## config.mk

```make
export PLATFORM = sky130hd
export DESIGN_NAME = scc_div_cell
export DESIGN_NICKNAME = d
export VERILOG_FILES = /design/src/hw/rtl/scc_pkg.sv /design/src/hw/rtl/scc_div_cell.sv
export SDC_FILE = /design/constraint.sdc
export NUM_CORES = 1
export LEC_CHECK = 0
export ABC_AREA = 1
export ABC_CLOCK_PERIOD_IN_PS = 1840
export BUFFER_PORTS_ARGS = -buffer_cell sky130_fd_sc_hd__buf_2
export CORE_ASPECT_RATIO = 0.8
export CORE_MARGIN = 4
export CORE_UTILIZATION = 40
export CTS_CLUSTER_DIAMETER = 30
export DETAILED_ROUTE_END_ITERATION = 10
export PLACE_DENSITY_LB_ADDON = 0.12
export SETUP_SLACK_MARGIN = 0.3
export SYNTH_ARGS = -nofsm -noshare
export SYNTH_HDL_FRONTEND = slang
export SYNTH_SLANG_ARGS = --single-unit
```

## constraint.sdc

```tcl
create_clock -name i_clk -period 1.84 [get_ports i_clk]
set_input_delay 0.184 -clock i_clk [delete_from_list [all_inputs] [get_ports i_clk]]
set_output_delay 0.184 -clock i_clk [all_outputs]
set_load 0.01 [all_outputs]
```

## src/hw/rtl/scc_pkg.sv

```systemverilog
`default_nettype none
package scc_pkg;

    // Number of colour channels carried through the datapath (red, green, blue).
    localparam int unsigned N_CH     = 3;
    // Bits of quotient produced by the normaliser, one division cell per bit.
    localparam int unsigned DIV_BITS = 8;
    // Number of fixed reference colours, one distance cell per colour.
    localparam int unsigned N_REF    = 14;
    // Root bits of sqrt(d2 * 2^20); d2 is below 2^18, so the root has 19 bits.
    localparam int unsigned SQ_BITS  = 19;
    localparam int unsigned SQ_W     = 2 * SQ_BITS;
    localparam int unsigned CONF_ONE   = 1024;
    localparam int unsigned CONF_SCALE = 2374;

    typedef struct packed {
        logic [N_CH-1:0][23:0] rem;
        logic [N_CH-1:0][7:0]  quo;
        logic [N_CH-1:0]       sat;
        logic                  zero_clr;
        logic [15:0]           den;
        logic                  shadow;
    } t_pix;

    typedef struct packed {
        logic [N_CH-1:0][7:0] gam;
        logic                 shadow;
        logic [17:0]          best_d2;
        logic [3:0]           best;
    } t_cls;

    typedef struct packed {
        logic [N_CH-1:0][7:0] gam;
        logic                 shadow;
        logic [3:0]           best;
        logic [SQ_W-1:0]      rad;
        logic [SQ_W-1:0]      root;
    } t_rt;

    localparam logic [7:0] GAMMA_ROM [256] = '{
        8'd0,8'd0,8'd0,8'd0,8'd0,8'd0,8'd0,8'd0,8'd0,8'd0,8'd0,8'd0,8'd0,8'd0,8'd0,8'd1,
        8'd1,8'd1,8'd1,8'd1,8'd1,8'd1,8'd1,8'd1,8'd1,8'd2,8'd2,8'd2,8'd2,8'd2,8'd2,8'd2,
        8'd3,8'd3,8'd3,8'd3,8'd3,8'd4,8'd4,8'd4,8'd4,8'd5,8'd5,8'd5,8'd5,8'd6,8'd6,8'd6,
        8'd6,8'd7,8'd7,8'd7,8'd8,8'd8,8'd8,8'd9,8'd9,8'd9,8'd10,8'd10,8'd11,8'd11,8'd11,8'd12,
        8'd12,8'd13,8'd13,8'd13,8'd14,8'd14,8'd15,8'd15,8'd16,8'd16,8'd17,8'd17,8'd18,8'd18,
        8'd19,8'd19,
        8'd20,8'd20,8'd21,8'd22,8'd22,8'd23,8'd23,8'd24,8'd25,8'd25,8'd26,8'd26,8'd27,8'd28,
        8'd28,8'd29,
        8'd30,8'd30,8'd31,8'd32,8'd33,8'd33,8'd34,8'd35,8'd35,8'd36,8'd37,8'd38,8'd39,8'd39,
        8'd40,8'd41,
        8'd42,8'd43,8'd43,8'd44,8'd45,8'd46,8'd47,8'd48,8'd49,8'd49,8'd50,8'd51,8'd52,8'd53,
        8'd54,8'd55,
        8'd56,8'd57,8'd58,8'd59,8'd60,8'd61,8'd62,8'd63,8'd64,8'd65,8'd66,8'd67,8'd68,8'd69,
        8'd70,8'd71,
        8'd73,8'd74,8'd75,8'd76,8'd77,8'd78,8'd79,8'd81,8'd82,8'd83,8'd84,8'd85,8'd87,8'd88,
        8'd89,8'd90,
        8'd91,8'd93,8'd94,8'd95,8'd97,8'd98,8'd99,8'd100,8'd102,8'd103,8'd105,8'd106,8'd107,
        8'd109,8'd110,8'd111,
        8'd113,8'd114,8'd116,8'd117,8'd119,8'd120,8'd121,8'd123,8'd124,8'd126,8'd127,8'd129,
        8'd130,8'd132,8'd133,8'd135,
        8'd137,8'd138,8'd140,8'd141,8'd143,8'd145,8'd146,8'd148,8'd149,8'd151,8'd153,8'd154,
        8'd156,8'd158,8'd159,8'd161,
        8'd163,8'd165,8'd166,8'd168,8'd170,8'd172,8'd173,8'd175,8'd177,8'd179,8'd181,8'd182,
        8'd184,8'd186,8'd188,8'd190,
        8'd192,8'd194,8'd196,8'd197,8'd199,8'd201,8'd203,8'd205,8'd207,8'd209,8'd211,8'd213,
        8'd215,8'd217,8'd219,8'd221,
        8'd223,8'd225,8'd227,8'd229,8'd231,8'd234,8'd236,8'd238,8'd240,8'd242,8'd244,8'd246,
        8'd248,8'd251,8'd253,8'd255
    };

    localparam logic [7:0] REF_RGB [N_REF][N_CH] = '{
        '{8'd0,   8'd0,   8'd0},   '{8'd255, 8'd255, 8'd255},
        '{8'd255, 8'd0,   8'd0},   '{8'd0,   8'd255, 8'd0},
        '{8'd0,   8'd0,   8'd255}, '{8'd0,   8'd255, 8'd255},
        '{8'd255, 8'd0,   8'd255}, '{8'd255, 8'd255, 8'd0},
        '{8'd255, 8'd165, 8'd0},   '{8'd127, 8'd255, 8'd0},
        '{8'd0,   8'd255, 8'd127}, '{8'd0,   8'd127, 8'd255},
        '{8'd127, 8'd0,   8'd255}, '{8'd255, 8'd0,   8'd127}
    };

endpackage
`default_nettype wire

```

## src/hw/rtl/scc_div_cell.sv

```systemverilog
`default_nettype none
// One quotient bit of the restoring divider, for all three channels in parallel.
module scc_div_cell #(
    parameter int unsigned BIT = 7
) (
    input  wire logic         i_clk,
    input  wire logic         i_en,
    input  wire scc_pkg::t_pix i_d,
    output scc_pkg::t_pix      o_q
);
    scc_pkg::t_pix n_q;
    scc_pkg::t_pix r_q;
    logic [23:0]   sub;

    always_comb begin
        n_q = i_d;
        sub = {8'd0, i_d.den} << BIT;
        for (int c = 0; c < scc_pkg::N_CH; c++) begin
            if (i_d.rem[c] >= sub) begin
                n_q.rem[c]      = i_d.rem[c] - sub;
                n_q.quo[c][BIT] = 1'b1;
            end
        end
    end

    always_ff @(posedge i_clk) begin
        if (i_en) begin
            r_q <= n_q;
        end
    end

    assign o_q = r_q;
endmodule
`default_nettype wire

```

# Word-level counts from Yosys, hierarchy flattened
# Index checks and enable logic that the tools add are counted.
[word_totals]
reg_bits = 117
out_inout_bits = 117
elab_cells = 22
[op_classes]
n_lt_le_gt_ge = 3
add_sub_neg = 3
n_mux = 3
[ops]
columns = ["operator", "n"]
rows = [
  ["greater-or-equal comparator 24 x 23 -> 1 bit", 3],
  ["two-way mux 24 bit", 3],
  ["subtractor 24 x 23 -> 24 bit", 3],
]

# Longest topological paths before layout
[depth]
ltp_word = 2
mapped_depth = 15
depth_no_buf = 13

# Least setup slack after synthesis
# OpenSTA, ideal clock, no wires.
[synth_path]
kind = "in2reg"
start = "in i_d[3] (netlist name)"
end = "reg r_q (netlist bit o_q[36]), data pin"
setup_slack_ps = 74
path_buffers = 2
setup_ps = 262
required_time_ps = 1578
cell_stages = 13
arrival_time_ps = 1504
path_cell_list = "inv_1 ha_1 buf_6 nand2_1 nand2_1 nand2_1 nand2_1 nand2_1 nand2_1 nand2_1 nand3_2 buf_6 or2_2"
[synth_between]
elab_chain_cells = 1
[synth_rtl]
columns = ["element", "line", "text"]
rows = [
  ["start, declared", "scc_div_cell.sv:8", "input wire scc_pkg::t_pix i_d,"],
  ["greater-or-equal comparator 24 x 23 -> 1 bit", "scc_div_cell.sv:19", "if (i_d.rem[c] >= sub) begin"],
  ["end signal, assigned", "scc_div_cell.sv:28", "r_q <= n_q;"],
  ["end, declared", "scc_div_cell.sv:12", "scc_pkg::t_pix r_q;"],
]
# Every way passes these cells.
# A chain may end at the register's enable or synchronous reset.

==> flow_summary.ini <==
[run_status]
status = finished clean

[finish]
fillCellCount = 1604
drive_gt1_share_pct = 42.0
largest_register_ffs = 117
layout.nets = 1599
n_antenna_cell = 0
syn2layout_area_growth_pct = 63.5

[power_and_ir_drop]
switchingPower_w = 0.00292
powerDensity_mw_per_mm2 = 783
swShare_pct = 29.5
p_int_w = 0.00695
leakage_nw = 6.34
power_frac_seq_pct = 34.1
ir_drop_mv = 0.593
p_clk_share_pct = 35.5
total_power_w = 0.00987
comb_power_share_pct = 30.4

[cts]
htree_levels = 4
cts_made_buffers = 17
cts_root_buf = clkbuf_16
cts_tree = yes
clock-sinks = 117
path_clk_slew_ns = 0.06
cts_max_path_buffers = 2

[routing]
dr.pass1.iters = 7
drtIter0Drc = 451
postRouteAntennaNets = 0
via_per_inst = 4.58
drt-total-wl_um = 25100
drc_errors = 0
via_count = 7774
wl_per_cell_um = 14.8

[setup_path]
critPathArrivalTime_ns = 1.81
path_depth = 13
slowest_stage = ha_4
critPathBufInv = 5
crit_type = input port to flop
cp_top_family = simple AND/OR/NAND/NOR gates
cp.required_ns = 2.01
crit_fanout = 7
max_stage_delay_ns = 0.37
crit_chain = buf_6, clkinvlp_4, ha_4, inv_4, nor3_4, nand2_2, nor2_2, nand2_2, nand3_4, buf_6, inv_8, nand2_1, nand2_1
end_kind = flop
worst_setup_path_start_kind = input port

[sta]
slew_headroom_pct = 73.9
tns_ns = 0
max_slew.worst_pin.slew_ns = 0.392
period_share_pct = 89.2
final_max_slew_viol_count = 0
max_freq_ghz = 0.609
hold_slack_ns = 0.0347
rsz0062_at_grt = yes
period_minus_slack_ns = 1.64
finalHoldViolations = 0
setup_viol = 0

[floorplan]
dieArea_sq_mm = 0.0216
core-area_sq_mm = 0.0190
ios = 236
rows = 45
die_w_um = 163
start_util_pct = 40.7
dieHeight_um = 132

[global_route]
grt_pass1_wl_um = 38900
antenna_found_initial = 0
grt_max_degree = 31
gr-total-overflow = 0
grt_util_all_layers_pct = 23.1
grt_pass1_vias = 7507

[place]
port_buffers = 235
dp_hpwl_um = 18900
gp_congestion = 0.931

[min_path]
worstHoldPathCells = 2
hold_path_class = input port to flop

[logic_synthesis]
ys.flop_type = edfxtp_1
synth_fp_nets = 1136
ys_ff_latch = 117
async_flop_share_pct = 0
synth_commonest_cells = nand2_1, inv_1, edfxtp_1, nand3_1, ha_1
synth_most_common_cell = nand2_1
avgSynthCellArea_sq_um = 7.99
synth_area_leader_cell = edfxtp_1
synth_edf_count = 117
netlist_area_sq_mm = 0.00771
seq_area_frac_synth_pct = 45.5
synth_warnings = 0
synthTopCellsByArea = edfxtp_1, nand2_1, inv_1
syn_inst = 966
yosysUniqueCellTypes = 27
yosys.area.top_type_share_pct = 45.5

[flow_run]
maxCapViolations = 0
==> placed cells by master (no fill, tap or decap), types with 9 or more instances in the layout <==
master,synthesis,final
a21oi_1,27,21
and2_1,12,12
buf_2,3,225
buf_4,2,142
buf_6,4,11
clkbuf_16,0,18
clkinvlp_4,0,13
dlygate4sd3_1,0,61
edfxtp_1,117,117
ha_1,48,14
ha_4,0,31
inv_1,163,146
inv_2,8,10
nand2_1,396,328
nand2_2,6,58
nand2_4,0,16
nand3_1,51,46
nand3_2,12,15
nand3b_1,9,9
nand4_1,12,12
nor2_1,45,38
nor2_2,6,10
xor2_1,18,18
==> through the flow <==
step | utilization [%] | cells | setup WS (ns) | cell area, sq um
floorplan | - | 966 | 0.170 | 8160
CTS | 64.7 | 1689 | 0.241 | 12300
global route | 66.5 | 1699 | 0.124 | 12600
finish | 66.5 | 1699 | 0.198 | 12600
detailed placement | 55.3 | 1570 | -0.336 | 10500
global placement | 55.3 | 1570 | -0.258 | 10500
==> cell type report <==
class	count	area (sq um)	area share (%)
multi-input combinational	666	4210	33.4
sequential	117	3510	27.9
timing repair buffer	454	3210	25.5
inverter	171	717	5.69
clock buffer	17	425	3.37
tap	258	323	2.56
clock inverter	14	186	1.48
timing repair inverter	2	22.5	0.179
==> path summary, 6_finish.rpt <==
check / startpoint / end / slack [ns]
hold / removal: i_d[28] / o_q[28] / 0.03
setup / recovery: i_d[16] / o_q[62] / 0.20
==> power by group through the flow <==
| stage | Combinational (W) | Clock, W | Sequential, W |
|---|---|---|---|
| 6_report | 0.00300 | 0.00350 | 0.00336 |
| 2_1_floorplan | 0.00124 | 0 | 0.00359 |
| 3_5_place_dp | 0.00254 | 0 | 0.00342 |
| 4_1_cts | 0.00286 | 0.00356 | 0.00337 |
| 3_3_place_gp | 0.00252 | 0 | 0.00342 |
| 5_1_grt | 0.00332 | 0.00369 | 0.00339 |
==> metal layers <==
layer / wire (um) / part of all wire, % / up-vias / track usage [%]
li1: - / - / 3988 / -
met1: 11500 / 46 / 3502 / 32.2
met2: 11100 / 44 / 258 / 35.9
met3: 2010 / 8.0 / 26 / 6.00
met4: 433 / 1.7 / 0 / 6.38
met5: 0 / 0 / - / 0
==> logic make-up (layout without fill, tap and decap cells) <==
family                   count (synthesis)  after routing  synth area share [%]
AND/OR/NAND/NOR                        558            558                  30.9
adder cells (fa/ha/maj)                 51             51                  8.56
AO/OA/AOI/OAI                           36             36                  2.48
XOR/XNOR                                21             21                  2.38
buffers and inverters                  183            658                  10.1
flip-flops                             117            117                  45.5
==> repair_timing <==
action | in CTS | in global routing
gates resized for setup | 86 | 71
endpoints found under the hold margin | 61 | 0
pin swaps | 44 | 16
setup endpoints to repair | 50 | 54
setup buffers | 25 | 8
hold buffers | 61 | 0
cloned | 2 | 2
Power figures use the tool's default switching activity.
