## config.mk

```make
export PLATFORM = sky130hd
export DESIGN_NAME = scc_sqrt_cell
export DESIGN_NICKNAME = d
export VERILOG_FILES = /design/src/hw/rtl/scc_pkg.sv /design/src/hw/rtl/scc_sqrt_cell.sv
export SDC_FILE = /design/constraint.sdc
export NUM_CORES = 1
export LEC_CHECK = 0
export ABC_AREA = 1
export BUFFER_PORTS_ARGS = -buffer_cell sky130_fd_sc_hd__buf_4
export CORE_UTILIZATION = 47
export DETAILED_ROUTE_END_ITERATION = 6
export PLACE_DENSITY = 0.77
export SLEW_MARGIN = 25
export SYNTH_ARGS = -nofsm -noshare
export SYNTH_HDL_FRONTEND = slang
export SYNTH_SLANG_ARGS = --single-unit
```

## constraint.sdc

```tcl
create_clock -name i_clk -period 1.8 [get_ports i_clk]
set_input_delay 0.18 -clock i_clk [delete_from_list [all_inputs] [get_ports i_clk]]
set_output_delay 0.18 -clock i_clk [all_outputs]
set_load 0.01 [all_outputs]
```

## src/hw/rtl/scc_pkg.sv

```systemverilog
`default_nettype none
package scc_pkg;

    // Number of colour channels carried through the datapath (red, green, blue).
    localparam int unsigned N_CH     = 3;
    // Bits of quotient produced by the normaliser, one division cell per bit.
    localparam int unsigned DIV_BITS = 8;
    // Number of fixed reference colours, one distance cell per colour.
    localparam int unsigned N_REF    = 14;
    // Root bits of sqrt(d2 * 2^20); d2 is below 2^18, so the root has 19 bits.
    localparam int unsigned SQ_BITS  = 19;
    localparam int unsigned SQ_W     = 2 * SQ_BITS;
    localparam int unsigned CONF_ONE   = 1024;
    localparam int unsigned CONF_SCALE = 2374;

    typedef struct packed {
        logic [N_CH-1:0][23:0] rem;
        logic [N_CH-1:0][7:0]  quo;
        logic [N_CH-1:0]       sat;
        logic                  zero_clr;
        logic [15:0]           den;
        logic                  shadow;
    } t_pix;

    typedef struct packed {
        logic [N_CH-1:0][7:0] gam;
        logic                 shadow;
        logic [17:0]          best_d2;
        logic [3:0]           best;
    } t_cls;

    typedef struct packed {
        logic [N_CH-1:0][7:0] gam;
        logic                 shadow;
        logic [3:0]           best;
        logic [SQ_W-1:0]      rad;
        logic [SQ_W-1:0]      root;
    } t_rt;

    localparam logic [7:0] GAMMA_ROM [256] = '{
        8'd0,8'd0,8'd0,8'd0,8'd0,8'd0,8'd0,8'd0,8'd0,8'd0,8'd0,8'd0,8'd0,8'd0,8'd0,8'd1,
        8'd1,8'd1,8'd1,8'd1,8'd1,8'd1,8'd1,8'd1,8'd1,8'd2,8'd2,8'd2,8'd2,8'd2,8'd2,8'd2,
        8'd3,8'd3,8'd3,8'd3,8'd3,8'd4,8'd4,8'd4,8'd4,8'd5,8'd5,8'd5,8'd5,8'd6,8'd6,8'd6,
        8'd6,8'd7,8'd7,8'd7,8'd8,8'd8,8'd8,8'd9,8'd9,8'd9,8'd10,8'd10,8'd11,8'd11,8'd11,8'd12,
        8'd12,8'd13,8'd13,8'd13,8'd14,8'd14,8'd15,8'd15,8'd16,8'd16,8'd17,8'd17,8'd18,8'd18,
        8'd19,8'd19,
        8'd20,8'd20,8'd21,8'd22,8'd22,8'd23,8'd23,8'd24,8'd25,8'd25,8'd26,8'd26,8'd27,8'd28,
        8'd28,8'd29,
        8'd30,8'd30,8'd31,8'd32,8'd33,8'd33,8'd34,8'd35,8'd35,8'd36,8'd37,8'd38,8'd39,8'd39,
        8'd40,8'd41,
        8'd42,8'd43,8'd43,8'd44,8'd45,8'd46,8'd47,8'd48,8'd49,8'd49,8'd50,8'd51,8'd52,8'd53,
        8'd54,8'd55,
        8'd56,8'd57,8'd58,8'd59,8'd60,8'd61,8'd62,8'd63,8'd64,8'd65,8'd66,8'd67,8'd68,8'd69,
        8'd70,8'd71,
        8'd73,8'd74,8'd75,8'd76,8'd77,8'd78,8'd79,8'd81,8'd82,8'd83,8'd84,8'd85,8'd87,8'd88,
        8'd89,8'd90,
        8'd91,8'd93,8'd94,8'd95,8'd97,8'd98,8'd99,8'd100,8'd102,8'd103,8'd105,8'd106,8'd107,
        8'd109,8'd110,8'd111,
        8'd113,8'd114,8'd116,8'd117,8'd119,8'd120,8'd121,8'd123,8'd124,8'd126,8'd127,8'd129,
        8'd130,8'd132,8'd133,8'd135,
        8'd137,8'd138,8'd140,8'd141,8'd143,8'd145,8'd146,8'd148,8'd149,8'd151,8'd153,8'd154,
        8'd156,8'd158,8'd159,8'd161,
        8'd163,8'd165,8'd166,8'd168,8'd170,8'd172,8'd173,8'd175,8'd177,8'd179,8'd181,8'd182,
        8'd184,8'd186,8'd188,8'd190,
        8'd192,8'd194,8'd196,8'd197,8'd199,8'd201,8'd203,8'd205,8'd207,8'd209,8'd211,8'd213,
        8'd215,8'd217,8'd219,8'd221,
        8'd223,8'd225,8'd227,8'd229,8'd231,8'd234,8'd236,8'd238,8'd240,8'd242,8'd244,8'd246,
        8'd248,8'd251,8'd253,8'd255
    };

    localparam logic [7:0] REF_RGB [N_REF][N_CH] = '{
        '{8'd0,   8'd0,   8'd0},   '{8'd255, 8'd255, 8'd255},
        '{8'd255, 8'd0,   8'd0},   '{8'd0,   8'd255, 8'd0},
        '{8'd0,   8'd0,   8'd255}, '{8'd0,   8'd255, 8'd255},
        '{8'd255, 8'd0,   8'd255}, '{8'd255, 8'd255, 8'd0},
        '{8'd255, 8'd165, 8'd0},   '{8'd127, 8'd255, 8'd0},
        '{8'd0,   8'd255, 8'd127}, '{8'd0,   8'd127, 8'd255},
        '{8'd127, 8'd0,   8'd255}, '{8'd255, 8'd0,   8'd127}
    };

endpackage
`default_nettype wire

```

## src/hw/rtl/scc_sqrt_cell.sv

```systemverilog
`default_nettype none
// One step of the digit-by-digit integer square root.
module scc_sqrt_cell #(
    parameter int unsigned STEP = 0
) (
    input  wire logic        i_clk,
    input  wire logic        i_en,
    input  wire scc_pkg::t_rt i_d,
    output scc_pkg::t_rt      o_q
);
    localparam int unsigned W = scc_pkg::SQ_W;
    localparam logic [W-1:0] B = W'(1) << (2 * (scc_pkg::SQ_BITS - 1 - STEP));

    scc_pkg::t_rt n_q;
    scc_pkg::t_rt r_q;
    logic [W:0]   trial;

    always_comb begin
        n_q   = i_d;
        trial = {1'b0, i_d.root} + {1'b0, B};
        if ({1'b0, i_d.rad} >= trial) begin
            n_q.rad  = i_d.rad - trial[W-1:0];
            n_q.root = (i_d.root >> 1) + B;
        end else begin
            n_q.root = i_d.root >> 1;
        end
    end

    always_ff @(posedge i_clk) begin
        if (i_en) begin
            r_q <= n_q;
        end
    end

    assign o_q = r_q;
endmodule
`default_nettype wire

```

* Yosys cells after proc, flatten, opt, wreduce, memory -nomap -nowiden
Index checks and enable logic that the tools add are counted.
** Storage, ports and cells
- Bits of input ports :: 107
- Flip-flop bits (word level) :: 105
** Cells by class
- Magnitude comparators :: 1
- Multiplexer cells :: 2
- $add $sub $neg :: 3
** Operators with widths (count)
- adder 38 x 37 -> 39 bit (second input constant) :: 1
- >= comparator 38 x 39 -> 1 bit :: 1
- adder 37 x 37 -> 38 bit (second input constant) :: 1
- 2-to-1 mux 38 bit :: 1
- subtractor 38 bit :: 1
- 2-to-1 mux 37 bit :: 1

* Depth between registers and ports, before layout
- Depth after elaboration :: 3
- Depth in mapped cells :: 17
- Gate-level depth less buffers :: 15

* Worst setup path before layout
Ideal clock, no wire load.
- Path type :: input-to-reg
- From :: input i_d[36] (netlist bit)
- To :: register r_q, in the netlist o_q[73], data pin
- Arrival time :: 1.669 ns
- Setup time :: 0.253 ns
- Path slack :: -0.122 ns
- Path buffers :: 1
- Stages on the path :: 12
- Cells stage by stage :: ha_1 > inv_1 > ha_1 > inv_1 > nor2_1 > a21boi_0 > nand2_1 > a21oi_1 > nand4_1 > buf_4 > nand3_1 > nand2_1
** RTL lines
- start: declaration :: RTL line scc_sqrt_cell.sv:8 : input wire scc_pkg::t_rt i_d,
- end signal: assignment :: RTL line scc_sqrt_cell.sv:31 : r_q <= n_q;
- end: declaration :: RTL line scc_sqrt_cell.sv:15 : scc_pkg::t_rt r_q;

==> metrics.md <==
| Metric | Value |
|---|---|
| Number of synthesized register bits | 105 |
| # setup viols final | 2 |
| Place WS | -0.448 ns |
| GR Util All Layers | 30.5% |
| Pins over their slew limit | 0 |
| Register area share after synthesis | 45.4% |
| Non-Filler Instances | 1489 |
| RSZ-0062 raised after global routing | yes |
| Post-Synth XOR/XNOR Area | 2.52% |
| Hold Path Stages | 1 |
| FP Rows | 44 |
| Max reg flops | 105 |
| Syn nets | 1027 |
| Failing checks | negative hold slack, negative setup slack |
| Detailed Routing Iterations Pass 1 | 5 |
| Syn Area/Cell | 7.89 um^2 |
| Compound-Gate Fraction of Synth Area | 3.60% |
| Worst-path maximum fanout | 6 |
| CP arrival | 1.96 ns |
| Antenna diode count | 0 |
| Die Wd | 124 um |
| # port buffers | 211 |
| PD cells | 713 nW/um^2 |
| Crit path kind | in -> reg |
| Num CTS Buffers | 9 |
| Post-synth top flop | edfxtp_1 |
| Routed WL | 26.4 mm |
| Synth warnings | 0 |
| Clock slew at reported path FFs | 0.08 ns |
| Layout cells sized above 1 | 44.9% |
| DRC errors left | 0 |
| Setup crit start kind | primary input |
| Multiplexer share of the synthesized area | 0% |
| Die Area | 15300 um^2 |
| Initial Util | 48.0% |
| Util after Layout | 81.4% |
| Die H | 124 um |
| Synth Area in Simple Gates | 30.9% |
| I/O pins | 212 |
| GR Overflow Total | 0 |
| Worst-Margin Slew | 0.387 ns |
| Final critical path time including I/O delays and setup | 1.84 ns |
| Area share of fa/ha/maj cells after synthesis | 7.32% |
| Max cap viols | 0 |
| Wire per inst | 17.7 um |
| Largest net degree at the start of global routing | 38 |
| Static Leak | 0.00586 uW |
| Post-route antenna net violation count | 0 |
| Area grow syn2layout | 69.7% |
| Yosys cell types | 34 |
| Hold_ws | -0.00213 ns |
| Max clock buf depth | 2 |
| GP Congestion | 0.924 |
| CP endpoint kind | register |
| CTS tree | yes |
| Synth Instances | 880 |
| Placed insts | 1413 |
| Final hold vios | 1 |
| Setup ws final | -0.0447 ns |
| Max H-tree Level | 3 |
| Initial antenna violation count | 0 |
| Setup TNS | -0.0468 ns |
| Vias in the first global route | 7088 |
| Layout filler cell count | 908 |
| Clock Sinks | 105 |
| Most frequent cells in the layout | buf_4 (357), nand2_1 (247), inv_1 (140), edfxtp_1 (105), nand3_1 (54) |
| Netlist Area Pre-Place | 6940 um^2 |
| Fmax | 542 MHz |
| Peak supply drop | 0.645 mV |
| Largest family of logic cells by synthesized area | simple AND/OR/NAND/NOR gates |
| Via/cell ratio | 5.14 |
| First-pass GRT wire length | 34.8 mm |
| Clk root buf | clkbuf_16 |
| Core area | 14500 um^2 |
| Nets | 1447 |
| Share of the cycle needed by the critical path after routing | 102% |
| Hold crit path type | in -> reg |
| Outcome | finished with violations |
| Post-DP HPWL | 17.1 mm |
| Worst path required time | 1.92 ns |
| Vias post-DR | 7658 |
| EDFF count, synth | 105 |
| DR iter-0 viols | 590 |
| Most common cell after layout, fill and taps aside | buf_4 |
| Max_slew headroom | 74.1% |
| Fraction of registers with async set/reset | 0% |
-- per-layer routing --
metal / global-route usage [%] / up-vias / wire length, um
met5: 0 / - / 0
met4: 8.36 / 0 / 750
met3: 3.14 / 70 / 1970
met2: 53.9 / 401 / 12900
met1: 39.6 / 3547 / 10800
li1: - / 3640 / -
-- synthesized netlist by cell type (2+ instances only) --
cell | count | area (um^2)
nand2_1 | 303 | 1140
inv_1 | 156 | 586
edfxtp_1 | 105 | 3150
nand3_1 | 74 | 370
nor2_1 | 67 | 251
ha_1 | 39 | 488
a21oi_1 | 23 | 115
xor2_1 | 19 | 166
nand2_2 | 11 | 68.8
nand3_2 | 11 | 110
nor3_1 | 8 | 40.0
nand3b_1 | 7 | 52.6
nor2_2 | 7 | 43.8
o21bai_1 | 7 | 52.6
inv_2 | 6 | 22.5
o21ai_0 | 6 | 30.0
nand4_1 | 5 | 31.3
buf_4 | 4 | 30.0
buf_2 | 3 | 15.0
buf_6 | 3 | 33.8
a21boi_0 | 2 | 15.0
a21oi_2 | 2 | 17.5
-- per-stage QoR --
stage | power (uW) | instance area, um^2
2_1_floorplan | 4380 | 7210
3_3_place_gp | 5710 | 10100
4_1_cts | 7840 | 10900
6_report | 8400 | 11800
3_5_place_dp | 5760 | 10100
5_1_grt | 8710 | 11800
-- cell type report --
| class | instances | area (um^2) | area share [%] |
|---|---|---|---|
| Multi-Input combinational cell | 601 | 3980 | 33.7 |
| Clock buffer | 10 | 229 | 1.94 |
| Sequential cell | 105 | 3150 | 26.8 |
| Tap cell | 184 | 230 | 1.95 |
| Timing Repair Buffer | 421 | 3520 | 29.9 |
| Clock inverter | 6 | 57.6 | 0.488 |
| Inverter | 162 | 616 | 5.22 |
-- cells by family after synthesis --
group / after synthesis
AOI/OAI and AO/OA: 43
xor gates and xnor gates: 20
adders and majority gates: 40
buffers and inverters: 174
DFF: 105
and+or+nand+nor: 498
-- critical path: stages --
cell and delay, ns:
buf_8 0.10, ha_4 0.25, inv_2 0.04, ha_4 0.28, inv_4 0.04, nor2_4 0.09
buf_4 0.11, nor3b_4 0.17, a31o_1 0.20, inv_4 0.09, buf_4 0.18, nand3_1 0.15
nand2_2 0.08
-- path summary, 6_finish.rpt --
path	start	end	slack [ns]
worst min-delay path	i_d[99]	o_q[99]	-0.002
worst max-delay path	i_d[36]	o_q[52]	-0.04
-- where the power goes --
part,internal [uW],switching [uW],total [uW]
combinational,1610,1690,3300
clock,978,1030,2010
sequential,3010,87.5,3090
total,5590,2810,8400
-- repair_timing --
item,CTS,global route
hold buffers,40,3
buffers inserted,4,5
gates resized for setup,7,164
gates cloned,1,8
pin swaps,4,40
endpoints found under the setup margin,8,40
hold endpoints to repair,40,3
Note: power is estimated with default switching activity, not from simulation.
