===== config.mk =====
export PLATFORM = sky130hd
export DESIGN_NAME = scc_ref_cell
export DESIGN_NICKNAME = d
export VERILOG_FILES = /design/src/hw/rtl/scc_pkg.sv /design/src/hw/rtl/scc_ref_cell.sv
export SDC_FILE = /design/constraint.sdc
export NUM_CORES = 1
export LEC_CHECK = 0
export BUFFER_PORTS_ARGS = -buffer_cell sky130_fd_sc_hd__buf_2
export CAP_MARGIN = 25
export CORE_MARGIN = 1.5
export CORE_UTILIZATION = 40
export CTS_CLUSTER_DIAMETER = 100
export DETAILED_ROUTE_END_ITERATION = 16
export MAX_ROUTING_LAYER = met4
export SLEW_MARGIN = 20
export SYNTH_ARGS = -nofsm -noshare
export SYNTH_HDL_FRONTEND = slang
export SYNTH_SLANG_ARGS = --single-unit

===== constraint.sdc =====
create_clock -name i_clk -period 8.4 [get_ports i_clk]
set_clock_uncertainty 0.15 [all_clocks]
set_input_delay 1.68 -clock i_clk [delete_from_list [all_inputs] [get_ports i_clk]]
set_output_delay 1.68 -clock i_clk [all_outputs]
set_load 0.005 [all_outputs]

===== src/hw/rtl/scc_pkg.sv =====
`default_nettype none
package scc_pkg;

    // Number of colour channels carried through the datapath (red, green, blue).
    localparam int unsigned N_CH     = 3;
    // Bits of quotient produced by the normaliser, one division cell per bit.
    localparam int unsigned DIV_BITS = 8;
    // Number of fixed reference colours, one distance cell per colour.
    localparam int unsigned N_REF    = 14;
    // Root bits of sqrt(d2 * 2^20); d2 is below 2^18, so the root has 19 bits.
    localparam int unsigned SQ_BITS  = 19;
    localparam int unsigned SQ_W     = 2 * SQ_BITS;
    localparam int unsigned CONF_ONE   = 1024;
    localparam int unsigned CONF_SCALE = 2374;

    typedef struct packed {
        logic [N_CH-1:0][23:0] rem;
        logic [N_CH-1:0][7:0]  quo;
        logic [N_CH-1:0]       sat;
        logic                  zero_clr;
        logic [15:0]           den;
        logic                  shadow;
    } t_pix;

    typedef struct packed {
        logic [N_CH-1:0][7:0] gam;
        logic                 shadow;
        logic [17:0]          best_d2;
        logic [3:0]           best;
    } t_cls;

    typedef struct packed {
        logic [N_CH-1:0][7:0] gam;
        logic                 shadow;
        logic [3:0]           best;
        logic [SQ_W-1:0]      rad;
        logic [SQ_W-1:0]      root;
    } t_rt;

    localparam logic [7:0] GAMMA_ROM [256] = '{
        8'd0,8'd0,8'd0,8'd0,8'd0,8'd0,8'd0,8'd0,8'd0,8'd0,8'd0,8'd0,8'd0,8'd0,8'd0,8'd1,
        8'd1,8'd1,8'd1,8'd1,8'd1,8'd1,8'd1,8'd1,8'd1,8'd2,8'd2,8'd2,8'd2,8'd2,8'd2,8'd2,
        8'd3,8'd3,8'd3,8'd3,8'd3,8'd4,8'd4,8'd4,8'd4,8'd5,8'd5,8'd5,8'd5,8'd6,8'd6,8'd6,
        8'd6,8'd7,8'd7,8'd7,8'd8,8'd8,8'd8,8'd9,8'd9,8'd9,8'd10,8'd10,8'd11,8'd11,8'd11,8'd12,
        8'd12,8'd13,8'd13,8'd13,8'd14,8'd14,8'd15,8'd15,8'd16,8'd16,8'd17,8'd17,8'd18,8'd18,
        8'd19,8'd19,
        8'd20,8'd20,8'd21,8'd22,8'd22,8'd23,8'd23,8'd24,8'd25,8'd25,8'd26,8'd26,8'd27,8'd28,
        8'd28,8'd29,
        8'd30,8'd30,8'd31,8'd32,8'd33,8'd33,8'd34,8'd35,8'd35,8'd36,8'd37,8'd38,8'd39,8'd39,
        8'd40,8'd41,
        8'd42,8'd43,8'd43,8'd44,8'd45,8'd46,8'd47,8'd48,8'd49,8'd49,8'd50,8'd51,8'd52,8'd53,
        8'd54,8'd55,
        8'd56,8'd57,8'd58,8'd59,8'd60,8'd61,8'd62,8'd63,8'd64,8'd65,8'd66,8'd67,8'd68,8'd69,
        8'd70,8'd71,
        8'd73,8'd74,8'd75,8'd76,8'd77,8'd78,8'd79,8'd81,8'd82,8'd83,8'd84,8'd85,8'd87,8'd88,
        8'd89,8'd90,
        8'd91,8'd93,8'd94,8'd95,8'd97,8'd98,8'd99,8'd100,8'd102,8'd103,8'd105,8'd106,8'd107,
        8'd109,8'd110,8'd111,
        8'd113,8'd114,8'd116,8'd117,8'd119,8'd120,8'd121,8'd123,8'd124,8'd126,8'd127,8'd129,
        8'd130,8'd132,8'd133,8'd135,
        8'd137,8'd138,8'd140,8'd141,8'd143,8'd145,8'd146,8'd148,8'd149,8'd151,8'd153,8'd154,
        8'd156,8'd158,8'd159,8'd161,
        8'd163,8'd165,8'd166,8'd168,8'd170,8'd172,8'd173,8'd175,8'd177,8'd179,8'd181,8'd182,
        8'd184,8'd186,8'd188,8'd190,
        8'd192,8'd194,8'd196,8'd197,8'd199,8'd201,8'd203,8'd205,8'd207,8'd209,8'd211,8'd213,
        8'd215,8'd217,8'd219,8'd221,
        8'd223,8'd225,8'd227,8'd229,8'd231,8'd234,8'd236,8'd238,8'd240,8'd242,8'd244,8'd246,
        8'd248,8'd251,8'd253,8'd255
    };

    localparam logic [7:0] REF_RGB [N_REF][N_CH] = '{
        '{8'd0,   8'd0,   8'd0},   '{8'd255, 8'd255, 8'd255},
        '{8'd255, 8'd0,   8'd0},   '{8'd0,   8'd255, 8'd0},
        '{8'd0,   8'd0,   8'd255}, '{8'd0,   8'd255, 8'd255},
        '{8'd255, 8'd0,   8'd255}, '{8'd255, 8'd255, 8'd0},
        '{8'd255, 8'd165, 8'd0},   '{8'd127, 8'd255, 8'd0},
        '{8'd0,   8'd255, 8'd127}, '{8'd0,   8'd127, 8'd255},
        '{8'd127, 8'd0,   8'd255}, '{8'd255, 8'd0,   8'd127}
    };

endpackage
`default_nettype wire


===== src/hw/rtl/scc_ref_cell.sv =====
`default_nettype none
// Distance to one reference colour; keeps the nearest so far (earlier wins a tie).
module scc_ref_cell #(
    parameter int unsigned IDX = 0
) (
    input  wire logic         i_clk,
    input  wire logic         i_en,
    input  wire scc_pkg::t_cls i_d,
    output scc_pkg::t_cls      o_q
);
    scc_pkg::t_cls     n_q;
    scc_pkg::t_cls     r_q;
    logic signed [8:0] dif [scc_pkg::N_CH];
    logic [15:0]       mag [scc_pkg::N_CH];
    logic [17:0]       d2;

    always_comb begin
        n_q = i_d;
        d2  = '0;
        for (int c = 0; c < scc_pkg::N_CH; c++) begin
            dif[c] = $signed({1'b0, i_d.gam[c]}) - $signed({1'b0, scc_pkg::REF_RGB[IDX][c]});
            // Magnitude of the difference, so that the square fits in 16 bits.
            mag[c] = {8'd0, dif[c][8] ? (~dif[c][7:0] + 8'd1) : dif[c][7:0]};
            d2     = d2 + {2'b00, mag[c] * mag[c]};
        end
        if (IDX == 0 || d2 < i_d.best_d2) begin
            n_q.best_d2 = d2;
            n_q.best    = 4'(IDX);
        end
    end

    always_ff @(posedge i_clk) begin
        if (i_en) begin
            r_q <= n_q;
        end
    end

    assign o_q = r_q;
endmodule
`default_nettype wire


==> After elaboration in Yosys (flattened, before gate mapping) <==
Cells that the tools add are included.
{ "word_totals": {"reg_bits": 43, "out_inout_bits": 47} }
{ "classes": {"n_addsub": 2, "mul": 3} }
{ "ops": {"columns": ["op", "count"], "rows": [
  ["$mul 8x8->16", 3],
  ["$add 17x16->18", 1],
  ["$add 16x16->17", 1]
]} }

==> Logic depth before layout (Yosys ltp) <==
Gate-level depths: netlist of the first run.
{ "logic_depth": {"depth_word": 3, "ltp_mapped": 22, "ltp_nobuf": 22} }

==> Worst setup path before layout of the first run <==
No wires, ideal clock.
{ "synth_path": {"path_kind": "input to register", "start": "in i_d[25] (netlist name)", "end": "reg r_q, in the netlist o_q[15] (data pin)", "t_arrival_ns": 6.632, "t_required_ns": 7.990, "slack_ns": 1.358, "path_stages": 19, "cell_sequence": "and2_1 -> fa_1 -> fa_1 -> inv_1 -> fa_1 -> fa_1 -> inv_1 -> fa_1 -> fa_1 -> inv_1 -> fa_1 -> inv_1 -> ha_1 -> a21o_1 -> a21oi_2 -> nand2_1 -> a21o_1 -> a21oi_2 -> xnor2_1"} }
{ "synth_via": {"elab_chain_cells": 3} }
{ "synth_rtl": {"columns": ["item", "line", "text"], "rows": [
  ["start: declaration", "scc_ref_cell.sv:8", "input wire scc_pkg::t_cls i_d,"],
  ["$mul 8x8->16", "scc_ref_cell.sv:24", "d2 = d2 + {2'b00, mag[c] * mag[c]};"],
  ["$add 16x16->17", "scc_ref_cell.sv:24", null],
  ["$add 17x16->18", "scc_ref_cell.sv:24", null],
  ["net d2[11]", "scc_ref_cell.sv:15", "logic [17:0] d2;"],
  ["end signal: assignment", "scc_ref_cell.sv:34", "r_q <= n_q;"],
  ["end: declaration", "scc_ref_cell.sv:12", "scc_pkg::t_cls r_q;"]
]} }
The timed path passes the listed nets, and every way through them passes these cells.
A chain may end at the register's enable or synchronous reset.

==> Final worst setup path of the first run <==
{ "layout_path": {"start": "in i_d[26] (netlist name)", "end": "reg r_q, in the netlist o_q[20] (data pin)"} }
Same word-level chain as after synthesis.

==> summary.txt, run 1 <==
Outcome: finished, final reports clean
Cell count after synthesis: 631
Mapped cell area: 6790 um^2
Hold wc startpoint: i_d[22]
Die height: 133 um
Critical Path Max Stage Delay: 0.55 ns
Grt ovf: 0
Final nets: 964
Most frequent cells in the layout: inv_1, fa_1, ha_1
First-pass GRT wire length: 20,600 um
IO Count: 96
DR vias/cell: 4.62
WL final: 12,200 um
Area Overhead vs Synth: 11.2%
Crit-path max FO: 10
Routed length per instance: 13.2 um
Synthesis-stage register bit count: 43
Setup Buffers After CTS: 0
CP endpoint kind: flip-flop
Worst slack, placed: 0.765 ns
CP most frequent cell: fa_1
Final setup vio count: 0
Initial antenna violation count: 0
Max reg flops: 43
Async SR Flop Fraction: 0
Sink Count: 43
CP Cell Sequence: buf_2 -> nand2_1 -> fa_1 -> fa_1 -> fa_1 -> inv_1 -> fa_1 -> inv_1 -> fa_1 -> inv_1 -> fa_1 -> inv_1 -> fa_1 -> inv_1 -> ha_1 -> o21ai_0 -> o21ai_1 -> a21oi_1 -> o21ai_0 -> o21ai_0 -> xnor2_1
First drt pass iteration count: 4
Starting Density: 0.409
RSZ-0062 raised after global routing: false
CTS tree: built
Critical Path Start Type: input pin
Setup TNS: 0 ns
Sequential area share after synthesis: 0.190
Vias in the first global route: 4,506
CP arrival: 7.27 ns
Design Area, Final: 7540 um^2
CP max stage cell: fa_1
ANT nets after route: 0
Mapped Avg Cell Area: 10.8 um^2
Slew Limit Headroom: 0.607
Placed Instance Area: 7370 um^2
Total GRT Usage: 0.152
Clock root buffer: clkbuf_16
Predominant post-synthesis flop cell: edfxtp_1
1st-iter DRT viols: 136
Buffers added on ports: 69
Post-synth top area cell: fa_1
HP Class: input pin to flip-flop
Core area: 16,600 um^2
Max Root-Sink Buffers: 2
Final Max Slew Viols: 0
Synth top area share: 0.389
Share of layout cells above drive strength 1: 0.125
Post-DP HPWL: 10,500 um
Fmax: 136 MHz
Row count: 47
H-tree depth: 2
Total CTS buffers: 5
Die area: 17,800 um^2
Worst hold path endpoint: o_q[22]
Number of gates resized after cts: 0
Transition time of the tightest slew-check pin: 0.590 ns
Final setup margin: 1.02 ns
Largest net degree at the start of global routing: 44
Final min period: 7.38 ns
Fin. Hold Viols: 0
Final worst-path cycle share: 0.879
Chip Width: 133 um
Top area cells in the synthesized netlist: fa_1, edfxtp_1, ha_1, inv_1, and2_1
Global placement routability congestion: 0.783
Ant. Diodes: 0
Yosys warning total: 0
Hold Buf Count CTS: 0
Post-synth EDFFs: 43
Crit path kind: input pin to flip-flop
Post-synth cell types: 35
Max Cap Viol: 0
Worst EP required: 8.29 ns
Commonest non-fill, non-tap cell in the layout: inv_1
Filler Cell Count: 1,619
Via count: 4,262
WHS Path Cells: 1
Clock Pin Slew Worst Setup and Hold Paths: 0.07 ns
DRC errors left: 0
-- cell type report --
| cell class | instances | area, um^2 | share of cell area |
|---|---|---|---|
| multi-input cells | 392 | 4740 | 0.629 |
| flip-flops and latches | 43 | 1290 | 0.171 |
| inverters | 191 | 717 | 0.0950 |
| repair buffers | 69 | 348 | 0.0461 |
| well taps | 220 | 275 | 0.0365 |
| clock buffers | 5 | 125 | 0.0166 |
| clock inverters | 3 | 43.8 | 0.00581 |
-- metal layers --
layer	global-route usage	vias up	share of wire
met1	0.185	2166	0.41
li1	-	2016	-
met4	0.0332	0	0.0085
met3	0.0240	8	0.041
met5	-	-	0
met2	0.266	72	0.54
-- worst max-delay path by stage --
stage / start / to / slack, ns / cells after the start
after CTS: i_d[26] / o_q[20] / 1.06 / 21
after global placement: i_d[26] / o_q[20] / 0.80 / 21
final: i_d[26] / o_q[20] / 1.02 / 21
after global routing: i_d[26] / o_q[20] / 0.65 / 21
after detailed placement: i_d[26] / o_q[20] / 0.77 / 21
after floorplan: i_d[25] / o_q[15] / 1.36 / 19
-- synthesized netlist by cell type, types with 5 or more instances --
cell type  count
inv_1        191
fa_1         132
ha_1          81
and2_1        56
edfxtp_1      43
nand2_1       33
xnor2_1       12
nor2_1        11
nor2b_1        8
o21ai_0        8
a21o_1         7
a21oi_1        5
xor2_1         5
-- critical path: cells and delay by family --
family                     cells  cell delay, ns
adders and majority gates      8            3.92
xor gates and xnor gates       1            0.11
and+or+nand+nor                1            0.12
AOI/OAI and AO/OA              5            0.98
buffers and inverters          6            0.46
-- stage by stage --
| stage | std cells | utilization | hold slack (ns) |
|---|---|---|---|
| global route | 923 | 0.455 | 1.41 |
| finish | 923 | 0.455 | 1.42 |
| detailed placement | 915 | 0.445 | 1.72 |
| global placement | 915 | 0.445 | 1.71 |
| floorplan | 634 | - | 1.63 |
| CTS | 923 | 0.455 | 1.41 |
-- logic make-up after synthesis --
family                   after synthesis  synth area share
AO/OA/AOI/OAI                         38            0.0408
XOR/XNOR                              17            0.0219
adder cells (fa/ha/maj)              213             0.539
buffers and inverters                199             0.112
flip-flops                            43             0.190
multiplexers                           1           0.00148
other                                  1          0.000553
AND/OR/NAND/NOR                      119            0.0939
Power of run 1 is left out: the tool's default activity adds up to more than one toggle a clock period on the data nets, which glitch-free logic cannot reach.
==> run 2, diff against run 1 <==
--- a/config.mk
+++ b/config.mk
@@ -8,7 +8,7 @@
 export BUFFER_PORTS_ARGS = -buffer_cell sky130_fd_sc_hd__buf_2
 export CAP_MARGIN = 25
 export CORE_MARGIN = 1.5
-export CORE_UTILIZATION = 40
+export CORE_UTILIZATION = 30
 export CTS_CLUSTER_DIAMETER = 100
 export DETAILED_ROUTE_END_ITERATION = 16
 export MAX_ROUTING_LAYER = met4
==> run 2 against run 1 <==
  * Sequential share of layout area fell by 0.22 points
  * First-iteration DRC count fell by 19%
  * Die area rose by 33%
  * Core utilization fell by 11 points
  * Setup slack got worse by 0.055 ns
  * Count of clock-buffer cells in the layout did not move
  * Non-clock buffer count rose by 1
  * Final cell count rose by 6.6%
==> summary.txt, run 2 (same netlist as run 1, synthesis figures left out) <==
First-pass GRT wire length: 19,900 um
Chip Width: 153 um
Die area: 23,500 um^2
Ant. Diodes: 0
Initial antenna violation count: 0
Post-DP HPWL: 10,100 um
Total GRT Usage: 0.109
Outcome: finished, final reports clean
DR vias/cell: 4.29
Crit path kind: input pin to flip-flop
Slew Limit Headroom: 0.644
Final Max Slew Viols: 0
Die height: 153 um
Setup TNS: 0 ns
Row count: 54
Max reg flops: 43
Placed Instance Area: 7450 um^2
Critical Path Start Type: input pin
Via count: 4,223
Final setup vio count: 0
Final worst-path cycle share: 0.885
Filler Cell Count: 2,276
Core area: 22,000 um^2
Total CTS buffers: 5
Worst EP required: 8.29 ns
Max Cap Viol: 0
Fin. Hold Viols: 0
Fmax: 135 MHz
Transition time of the tightest slew-check pin: 0.534 ns
RSZ-0062 raised after global routing: false
First drt pass iteration count: 4
Commonest non-fill, non-tap cell in the layout: inv_1
Routed length per instance: 12.0 um
WHS Path Cells: 1
ANT nets after route: 0
Area Overhead vs Synth: 12.6%
Global placement routability congestion: 0.800
Clock Pin Slew Worst Setup and Hold Paths: 0.07 ns
Number of gates resized after cts: 0
DRC errors left: 0
Final min period: 7.43 ns
1st-iter DRT viols: 110
Final nets: 965
Sink Count: 43
Vias in the first global route: 4,223
IO Count: 96
H-tree depth: 2
WL final: 11,800 um
Design Area, Final: 7640 um^2
Share of layout cells above drive strength 1: 0.126
HP Class: input pin to flip-flop
Crit-path max FO: 10
CTS tree: built
CP arrival: 7.32 ns
Most frequent cells in the layout: inv_1, fa_1, ha_1
Hold Buf Count CTS: 0
Grt ovf: 0
Clock root buffer: clkbuf_16
Setup Buffers After CTS: 0
Hold wc startpoint: i_d[22]
Largest net degree at the start of global routing: 44
CP endpoint kind: flip-flop
Buffers added on ports: 69
Worst hold path endpoint: o_q[22]
Max Root-Sink Buffers: 2
Starting Density: 0.308
run 2: per-layer routing:
layer | GRT usage | routed length [um]
met4 | 0.0162 | 67
met5 | - | 0
met3 | 0.0159 | 391
met2 | 0.177 | 5670
met1 | 0.147 | 5690
run 2: worst max-delay path, stage by stage:
cell,delay [ns]
buf_2,0.21
nand2_1,0.11
fa_1,0.54
fa_1,0.53
fa_1,0.54
inv_1,0.05
fa_1,0.50
inv_1,0.06
fa_1,0.53
inv_1,0.05
fa_1,0.47
inv_1,0.05
fa_1,0.47
inv_1,0.04
ha_1,0.32
o21ai_0,0.24
o21ai_1,0.13
a21oi_1,0.38
o21ai_0,0.18
o21ai_0,0.13
xnor2_1,0.11
run 2: final cells by class:
type | count | area, um^2 | area share
sequential | 43 | 1290 | 0.169
timing repair buffer | 70 | 373 | 0.0488
multi-input combinational | 392 | 4740 | 0.621
clock inverter | 3 | 43.8 | 0.00573
clock buffer | 5 | 125 | 0.0164
tap | 280 | 350 | 0.0458
inverter | 191 | 717 | 0.0938
run 2: how the worst max path moves through the flow:
stage / to / slack, ns / start / cells past startpoint
after CTS: o_q[20] / 1.02 / i_d[26] / 21
final: o_q[20] / 0.97 / i_d[25] / 21
after detailed placement: o_q[20] / 0.74 / i_d[26] / 21
after global placement: o_q[20] / 0.76 / i_d[26] / 21
after floorplan: o_q[15] / 1.36 / i_d[25] / 19
after global routing: o_q[20] / 0.75 / i_d[25] / 21
run 2: metrics by stage:
step	util	setup slack, ns	instances	hold slack [ns]
6_report	0.347	0.965	984	1.41
3_5_place_dp	0.338	0.737	975	1.71
5_1_grt	0.347	0.751	984	1.41
2_1_floorplan	-	1.36	634	1.63
4_1_cts	0.346	1.02	983	1.41
3_3_place_gp	0.338	0.759	975	1.71
Power of run 2 is left out for the same reason.
==> run 3, diff against run 2 <==
--- a/config.mk
+++ b/config.mk
@@ -12,6 +12,7 @@
 export CTS_CLUSTER_DIAMETER = 100
 export DETAILED_ROUTE_END_ITERATION = 16
 export MAX_ROUTING_LAYER = met4
+export PLACE_DENSITY = 0.54
 export SLEW_MARGIN = 20
 export SYNTH_ARGS = -nofsm -noshare
 export SYNTH_HDL_FRONTEND = slang
==> run 3 against run 2 <==
  * Worst hold slack got worse by 0.0059 ns
  * Non-clock buffer count did not move
  * Final area fell by 0.36%
  * First-iteration DRC count fell by 18%
  * Critical endpoint unchanged
  * Highest routed layer unchanged
==> summary.txt, run 3 (same netlist as run 1, synthesis figures left out) <==
ANT nets after route: 0
H-tree depth: 2
M2 GR Usage: 0.193
First drt pass iteration count: 4
Grt ovf: 0
Total GRT Usage: 0.116
Number of gates resized after cts: 0
CP arrival: 7.29 ns
Clock root buffer: clkbuf_16
Final min period: 7.39 ns
Most frequent cells in the layout: inv_1, fa_1, ha_1
Via count: 4,188
Crit path kind: input pin to flip-flop
Largest net degree at the start of global routing: 44
Max reg flops: 43
Fin. Hold Viols: 0
Worst slack, placed: 0.699 ns
Flip-flop and latch area: 1290 um^2
Die height: 153 um
Initial antenna violation count: 0
Final nets: 965
Outcome: finished, final reports clean
IO Count: 96
Setup TNS: 0 ns
First-pass GRT wire length: 20,900 um
Met1 Use GR: 0.147
HP Class: input pin to flip-flop
Setup Buffers After CTS: 0
Routed length per instance: 12.4 um
Starting Density: 0.308
Multi-input gate area: 4740 um^2
CP endpoint kind: flip-flop
Die area: 23,500 um^2
Met3 Usage GRT: 0.0213
WL final: 12,200 um
Fmax: 135 MHz
Gr busiest metal: met2
Row count: 54
Core area: 22,000 um^2
Final setup vio count: 0
Placed Instance Area: 7450 um^2
Critical Path Start Type: input pin
Commonest non-fill, non-tap cell in the layout: inv_1
Buffers added on ports: 69
Clock Pin Slew Worst Setup and Hold Paths: 0.07 ns
Max Root-Sink Buffers: 2
RSZ-0062 raised after global routing: false
Final Max Slew Viols: 0
1st-iter DRT viols: 90
WHS: 1.41 ns
Worst EP required: 8.30 ns
Share of layout cells above drive strength 1: 0.126
Chip Width: 153 um
DRC errors left: 0
Sink Count: 43
Ant. Diodes: 0
Max Cap Viol: 0
Vias in the first global route: 4,389
Area Overhead vs Synth: 12.2%
DR vias/cell: 4.26
Crit-path max FO: 10
CTS tree: built
Global placement routability congestion: 0.790
Filler Cell Count: 2,297
Design Area, Final: 7620 um^2
Hold Buf Count CTS: 0
Final setup margin: 1.01 ns
Final worst-path cycle share: 0.880
Total CTS buffers: 5
Post-DP HPWL: 10,500 um
## run 3: critical path, stage by stage
cell and delay [ns]:
buf_2 0.21, nand2_1 0.15, fa_1 0.55, inv_1 0.05, fa_1 0.54, inv_1 0.06, fa_1 0.50, fa_1 0.52
inv_1 0.05, fa_1 0.54, inv_1 0.05, fa_1 0.45, fa_1 0.49, inv_1 0.04, ha_1 0.33, o21ai_0 0.13
o21ai_1 0.25, a21oi_1 0.19, o21ai_0 0.21, o21ai_0 0.14, xnor2_1 0.15
## run 3: per-stage QoR
step,utilization,instances
6_report,0.346,984
5_1_grt,0.346,984
4_1_cts,0.345,983
3_5_place_dp,0.338,975
3_3_place_gp,0.338,975
2_1_floorplan,-,634
## run 3: layout make-up
type / count / area share
multi-input combinational: 392 / 0.623
sequential: 43 / 0.170
inverter: 191 / 0.0941
timing repair buffer: 70 / 0.0480
tap: 280 / 0.0460
clock buffer: 5 / 0.0164
clock inverter: 3 / 0.00312
## run 3: final timing paths
kind	from	to	slack, ns	depth (start not counted)
worst max-delay path	i_d[25]	o_q[20]	1.01	21
worst min-delay path	i_d[22]	o_q[22]	1.41	1
## run 3: per-layer routing
metal / part of all wire / up-vias
met2: 0.49 / 73
met5: 0 / -
li1: - / 2019
met4: 0.010 / 0
met3: 0.036 / 10
met1: 0.46 / 2086
Power of run 3 is left out for the same reason.
